File: src/rtl/core/pgcl_pkg.sv
// ----------------------------------------------------------------------------
// pgcl_pkg
// shared constants, codes, types and the component widening function
// ----------------------------------------------------------------------------
package pgcl_pkg;

  localparam int PALETTE_ENTRIES = 256;
  localparam int PAL_AW          = (PALETTE_ENTRIES > 1) ? $clog2(PALETTE_ENTRIES) : 1;
  localparam int GAMMA_ENTRIES   = 256;
  localparam int GAM_AW          = 8;
  localparam int COMP_W          = 8;
  localparam int RGB_W           = 24;
  localparam int DEPTH_W         = 4;
  localparam int CFG_IDX_W       = 1;
  localparam int CFG_DATA_W      = 4;

  localparam logic [DEPTH_W-1:0] COLOR_DEPTH_RESET = 4'd8;
  localparam logic [DEPTH_W-1:0] COLOR_DEPTH_MAX   = 4'd8;

  localparam logic [CFG_IDX_W-1:0] CFG_COLOR_DEPTH = 1'd0;
  localparam logic [CFG_IDX_W-1:0] CFG_GRAY_MODE   = 1'd1;

  // gray weights, sum/100 as (sum * 5243) >> 19, exact for sum below 25600
  localparam int SUM_W      = 15;
  localparam int RECIP_W    = 13;
  localparam int PROD_W     = SUM_W + RECIP_W;
  localparam int GRAY_SHIFT = 19;
  localparam logic [SUM_W-1:0]   GRAY_RED_WT   = 15'd30;
  localparam logic [SUM_W-1:0]   GRAY_GREEN_WT = 15'd59;
  localparam logic [SUM_W-1:0]   GRAY_BLUE_WT  = 15'd11;
  localparam logic [RECIP_W-1:0] GRAY_RECIP    = 13'd5243;

  typedef enum logic [1:0] {
    REQ_GAMMA   = 2'd0,
    REQ_PALETTE = 2'd1,
    REQ_LOOKUP  = 2'd2
  } req_t;

  typedef enum logic [2:0] {
    ST_IDLE,
    ST_GRAY_SUM,
    ST_GRAY_DIV,
    ST_GAM_RG,
    ST_GAM_B,
    ST_PAL_WR,
    ST_LOOKUP
  } state_t;

  typedef struct packed {
    logic              en;
    logic [GAM_AW-1:0] addr;
    logic [COMP_W-1:0] data;
  } gam_wr_t;

  typedef struct packed {
    logic              en;
    logic [GAM_AW-1:0] addr_a;
    logic [GAM_AW-1:0] addr_b;
  } gam_rd_t;

  function automatic logic [COMP_W-1:0] widen(input logic [COMP_W-1:0] raw,
                                              input logic [DEPTH_W-1:0] depth);
    logic [DEPTH_W-1:0] d;
    logic [DEPTH_W-1:0] sh;
    logic [COMP_W-1:0]  m;
    d  = (depth > COLOR_DEPTH_MAX) ? COLOR_DEPTH_MAX : depth;
    sh = COLOR_DEPTH_MAX - d;
    m  = 8'hFF >> sh;
    return (raw & m) << sh;
  endfunction

endpackage

File: src/rtl/core/pgcl_gamma.sv
// ----------------------------------------------------------------------------
// pgcl_gamma
// gamma table memory, one write and two registered reads, identity until written
// ----------------------------------------------------------------------------
module pgcl_gamma (
  input  logic                      clk,
  input  logic                      rst_n,
  input  pgcl_pkg::gam_wr_t         wr,
  input  pgcl_pkg::gam_rd_t         rd,
  output logic [pgcl_pkg::COMP_W-1:0] rd_data_a,
  output logic [pgcl_pkg::COMP_W-1:0] rd_data_b
);
  import pgcl_pkg::*;

  logic [COMP_W-1:0] mem [GAMMA_ENTRIES];
  logic              vld_r [GAMMA_ENTRIES];
  logic [COMP_W-1:0] data_a_r;
  logic [COMP_W-1:0] data_b_r;
  logic [GAM_AW-1:0] addr_a_r;
  logic [GAM_AW-1:0] addr_b_r;
  logic              vld_a_r;
  logic              vld_b_r;

  always_ff @(posedge clk) begin
    if (wr.en) begin
      mem[wr.addr] <= wr.data;
    end
    if (rd.en) begin
      data_a_r <= mem[rd.addr_a];
      data_b_r <= mem[rd.addr_b];
      addr_a_r <= rd.addr_a;
      addr_b_r <= rd.addr_b;
      vld_a_r  <= vld_r[rd.addr_a];
      vld_b_r  <= vld_r[rd.addr_b];
    end
  end

  always_ff @(posedge clk) begin
    if (!rst_n) begin
      for (int i = 0; i < GAMMA_ENTRIES; i++) begin
        vld_r[i] <= 1'b0;
      end
    end else if (wr.en) begin
      vld_r[wr.addr] <= 1'b1;
    end
  end

  // unwritten entries read as their own index
  assign rd_data_a = vld_a_r ? data_a_r : addr_a_r;
  assign rd_data_b = vld_b_r ? data_b_r : addr_b_r;

endmodule

File: config.mk
export PLATFORM = sky130hd
export DESIGN_NAME = pgcl_gamma
export DESIGN_NICKNAME = d
export VERILOG_FILES = /design/src/rtl/core/pgcl_pkg.sv /design/src/rtl/core/pgcl_gamma.sv
export SDC_FILE = /design/constraint.sdc
export NUM_CORES = 2
export LEC_CHECK = 0
export BUFFER_PORTS_ARGS = -buffer_cell sky130_fd_sc_hd__buf_2
export CAP_MARGIN = 20
export CORE_MARGIN = 3
export CORE_UTILIZATION = 55
export DETAILED_ROUTE_END_ITERATION = 7
export GPL_TIMING_DRIVEN = 1
export PLACE_DENSITY = 0.74
export SETUP_SLACK_MARGIN = 0.05
export SYNTH_ARGS = -nofsm -noshare
export SYNTH_HDL_FRONTEND = slang
export SYNTH_SLANG_ARGS = --single-unit
File: constraint.sdc
create_clock -name clk -period 1.9 [get_ports clk]
set_input_delay 0.095 -clock clk [delete_from_list [all_inputs] [get_ports clk]]
set_output_delay 0.095 -clock clk [all_outputs]
set_load 0.01 [all_outputs]
# --- Yosys cells after proc, flatten, opt, wreduce, memory -nomap -nowiden ---
# Memories as Yosys holds them, arrays and structs flattened. A register that Yosys moved wholly into a read port is not among the register bits.
# Cells that the tools add are included.
totals:
  regBits: 16
  latchBits: 0
  ram_bits: 2304
  mem_bits_ro: 0
  inputBits: 36
  output_inout_bits: 16
  wordCells: 15
  n_memories: 2
mem_list:
  columns: ["memory", "depth", "word_bits", "rd", "rd_clocked_by_memory_dff", "wr", "line_no", "text"]
  rows:
  - ["mem", 256, 8, 2, 2, 1, "pgcl_gamma.sv:15", "logic [COMP_W-1:0] mem [GAMMA_ENTRIES];"]
  - ["vld_r", 256, 1, 2, 2, 256, "pgcl_gamma.sv:16", "logic vld_r [GAMMA_ENTRIES];"]
classes:
  add_sub_neg: 0
  mul: 0
  div: 0
  order_cmp: 0
  eq_ne: 0
  shift: 0
  muxes: 10
  bitwise_logic: 0
  reduce_logical: 1
ops:
  columns: ["op", "n"]
  rows:
  - ["$mux W8", 3]
  - ["$mux W1", 7]
  - ["$reduce_or A1 Y1", 1]

# --- Depth between registers and ports, before layout ---
logic_depth:
  word_depth: 5
  ltp_mapped: 12
  depth_no_buf: 6

# --- Least setup slack after synthesis ---
# OpenSTA, ideal clock, no wires.
synth_path:
  path_kind: "input to register"
  start: "in rd[8] in the netlist's numbering"
  end: "reg vld_a_r (read register of vld_r) (data pin)"
  setup_time_ns: 0.266
  arrival_time_ns: 1.794
  required_ns: 1.634
  setup_slack_ns: -0.160
  cell_stages: 9
  path_buffers: 4
  path_cell_list: "buf_6 buf_12 buf_8 buf_4 mux4_2 a221oi_1 o22ai_1 nor3_2 nor4_1"
synth_rtl:
  columns: ["item", "line_no", "text"]
  rows:
  - ["from (decl)", "pgcl_gamma.sv:9", "input pgcl_pkg::gam_rd_t rd,"]
  - ["to (decl)", "pgcl_gamma.sv:21", "logic vld_a_r;"]

==> impl_results.md <==
* Outcome: finished with violations
* Violated checks: setup timing
* Worst slew margin at 20.6%
* Antenna viol nets, final at 0
* Mapped Area at 108000 sq um
* PnR worst setup slack at -0.606 ns
* Vias per std cell at 7.16
* Die Span Y at 450 um
* Vias in the first global route at 72.8k
* Core area at 195000 sq um
* Post-synth EDFFs at 2082
* Die area at 202000 sq um
* Initial core utilization at 55.5%
* Critical path type: reg2reg
* Core Util, Final at 68.3%
* Fillers at 12.3k
* RePlAce Congestion at 1.06
* Root buffer cell: clkbuf_16
* Min cycle time layout at 2.51 ns
* DRC Markers at 0
* Fraction of registers with async set/reset at 0%
* Initial DRC count at 13.0k
* Row cnt at 162
* #FFs+latches synth at 2338
* Skew final at 0.0446 ns
* DP HPWL at 260 mm
* Clock Sinks at 2338
* Worst-Skew Late Latency at 0.91 ns
* Least-Margin Pin Slew at 1.19 ns
* Worst EP required at 2.54 ns
* Routed vias at 73.6k
* Top cells by area, synth: edfxtp_1, mux4_2, dfxtp_1
* Post-Place Cell Area at 123000 sq um
* R2R setup slack at -0.61 ns
* Critical Path End Type: flop
* FF-to-FF path depth at 7
* Post-synth top area share at 57.7%
* Total grt overflow at 0
* I/O Buffers at 51
* Nets@finish at 7472
* Antenna violations before repair at 14
* Syn Inst Count at 6062
* Post-synthesis cell type count at 67
* WHS Endpoint: addr_b_r[0]$_DFFE_PP_
* VDD IR max at 1.05 mV
* Part of the power in the clock network at 41.8%
* First-pass GRT wire length at 528 mm
* Reg2Reg Capture Point: data_b_r[6]$_DFFE_PP_
* Delay-heaviest family, CP: compound AO/OA/AOI/OAI gates
* Worst Setup Start Kind: flop
* RSZ-0062 raised after global routing: true
* Hold Path Stages at 3
* CP Cell Sequence: mux4_2, a22o_1, a221oi_4, o32ai_2, nor3_2, buf_4, nor4_1
* Yosys synthesis warning count at 0
* Total GRT Usage at 36.5%
* Sw Pwr at 0.0274 W
* Crit-path slowest cell: mux4_2
* Share of cells above drive strength 1 at 42.3%
* Number of failing hold endpoints at the final stage at 0
* Max-cap violations at 0
* Mapped Nets at 6098
* CP max FO at 2
* Routed WL at 372 mm
* Hold Startpoint: rd[0]
* Die width at 450 um
* WP buf/inv at 1
* Post-synthesis sequential area ratio at 62.4%
* Post-synth top flop: edfxtp_1
* Clock Path Buffers at 3
* Critical Path AT at 3.15 ns
* Reg clk slew, reported paths at 0.06 ns
* Num CTS Buffers at 232
* LEAKAGE at 45.7 nW
* Fmax at 399 MHz
* DR pass1 iterations at 6
* Largest net degree at the start of global routing at 83
* Syn avg cell area at 17.9 sq um
* Slew Limit Fails at 0
* Power Density at 877 nW/um^2
* Hold WS at 0.0705 ns
* H-tree levels at 4
* Combinational power share at 10.2%
* Largest stage delay, worst path at 0.49 ns
* Final setup fails at 34
* Ports at 52
* Final period utilization at 132%
* Final Instance Area at 134000 sq um
* CTS tree: built
* Yosys top cell by area: edfxtp_1
* Internal cell power at 0.0898 W
* Hold Path Class: in2reg
* Power share of the sequential group at 48.0%
* Sw Share at 23.4%
* WL per Instance at 36.2 um
* Worst r2r src: mem[83][6]$_DFFE_PP_
* Synthesis-to-finish area growth at 23.2%
[state kept, by name (all words and copies together), names as in the netlist]
register	count
addr_a_r	8
vld_r	256
addr_b_r	8
data_a_r	8
data_b_r	8
mem	2048
vld_b_r	1
vld_a_r	1
[power by group through the flow]
stage / clock network [W] / logic [W] / registers [W]
3_3_place_gp: 0 / 0.0107 / 0.0573
2_1_floorplan: 0 / 0.00543 / 0.0572
3_5_place_dp: 0 / 0.0108 / 0.0573
5_1_grt: 0.0511 / 0.0121 / 0.0562
4_1_cts: 0.0490 / 0.0114 / 0.0562
6_report: 0.0489 / 0.0120 / 0.0562
[synth_stat cells, drive strengths merged (4+ instances only)]
| library cell | n |
|---|---|
| a2111oi | 4 |
| a211oi | 20 |
| a21oi | 241 |
| a221oi | 39 |
| a22o | 27 |
| a22oi | 359 |
| a311oi | 10 |
| a31oi | 22 |
| a32oi | 4 |
| and2 | 10 |
| and3 | 6 |
| and3b | 8 |
| buf | 288 |
| clkbuf | 215 |
| dfxtp | 256 |
| edfxtp | 2082 |
| inv | 4 |
| mux2 | 22 |
| mux2i | 368 |
| mux4 | 965 |
| nand2 | 71 |
| nand2b | 21 |
| nand3 | 30 |
| nand3b | 8 |
| nor2 | 314 |
| nor2b | 26 |
| nor3 | 67 |
| nor3b | 4 |
| nor4 | 54 |
| o2111ai | 4 |
| o21a | 261 |
| o21ai | 30 |
| o221ai | 83 |
| o22ai | 82 |
| o2bb2ai | 8 |
| o32ai | 12 |
| or2 | 13 |
| or3 | 11 |
[kinds of logic after synthesis]
| kind of cell | share of synthesized area [%] |
|---|---|
| DFF | 62.4 |
| muxes | 23.8 |
| AOI/OAI and AO/OA | 7.93 |
| and+or+nand+nor | 2.82 |
| buffers and inverters | 3.03 |
[worst min-delay path: stages]
cell and delay, ns:
buf_8 0.15, buf_12 0.19, buf_4 0.27
[worst max-delay path by stage]
stage                                        to                 start  slack (ns)  depth (start not counted)
after CTS                 data_b_r[6]$_DFFE_PP_  mem[83][6]$_DFFE_PP_       -0.53                          7
after detailed placement  data_b_r[1]$_DFFE_PP_                 rd[0]       -1.46                         10
after global placement    data_b_r[1]$_DFFE_PP_                 rd[0]       -1.52                         10
after global routing      data_b_r[6]$_DFFE_PP_  mem[83][6]$_DFFE_PP_       -0.62                          7
final                     data_b_r[6]$_DFFE_PP_  mem[83][6]$_DFFE_PP_       -0.61                          7
after floorplan               vld_b_r$_DFFE_PP_                 rd[0]       -0.10                          9
[timing repair]
action / 4_1_cts / 5_1_grt
resized for setup: 264 / 97
pin swaps: 104 / 57
hold buffers: 31 / 0
endpoints found under the setup margin: 34 / 35
buffers inserted: 10 / 3
endpoints found under the hold margin: 1467 / 0
[through the flow]
| stage | instances | worst slack, ns | setup TNS [ns] | total power (W) |
|---|---|---|---|---|
| floorplan | 6062 | -0.101 | -1.33 | 0.0627 |
| global placement | 9795 | -1.52 | -20.90 | 0.0680 |
| detailed placement | 9796 | -1.46 | -21.14 | 0.0682 |
| CTS | 10300 | -0.532 | -9.63 | 0.117 |
| global route | 10300 | -0.619 | -10.49 | 0.119 |
| finish | 10300 | -0.606 | -9.80 | 0.117 |
[layout make-up]
| type | count | area (sq um) | share of cell area [%] |
|---|---|---|---|
| Timing Repair Buffer | 1643 | 15000 | 11.2 |
| Antenna cell | 11 | 27.5 | 0.0206 |
| Clock buffer | 345 | 6770 | 5.07 |
| Inverter | 4 | 15.0 | 0.0112 |
| Sequential cell | 2338 | 67700 | 50.7 |
| Multi-Input combinational cell | 3217 | 39400 | 29.5 |
| Clock inverter | 99 | 1380 | 1.03 |
| Tap cell | 2624 | 3280 | 2.46 |
[layer usage]
metal	up-vias	wire length (um)	GRT usage, %	share of wire (%)
li1	28600	-	-	-
met1	37500	125000	48.7	34
met2	6284	166000	53.8	45
met3	1155	55500	11.2	15
met4	6	25300	20.3	6.8
met5	-	112	0	0.030
[cell usage in the layout (no fill, tap or decap), types with 56 or more instances in the layout]
master	netlist	routed
mux2i_1	368	368
o21a_1	261	261
o22ai_1	82	75
a22oi_2	0	56
buf_4	58	1352
o221ai_1	83	74
nor2_1	313	307
nand2_1	69	67
a21oi_1	241	205
mux4_2	929	934
buf_12	11	195
edfxtp_1	2082	2082
dfxtp_1	256	251
a22oi_1	359	303
clkbuf_16	0	241
clkbuf_1	206	69
No activity file was read; power rests on OpenSTA's default activity.
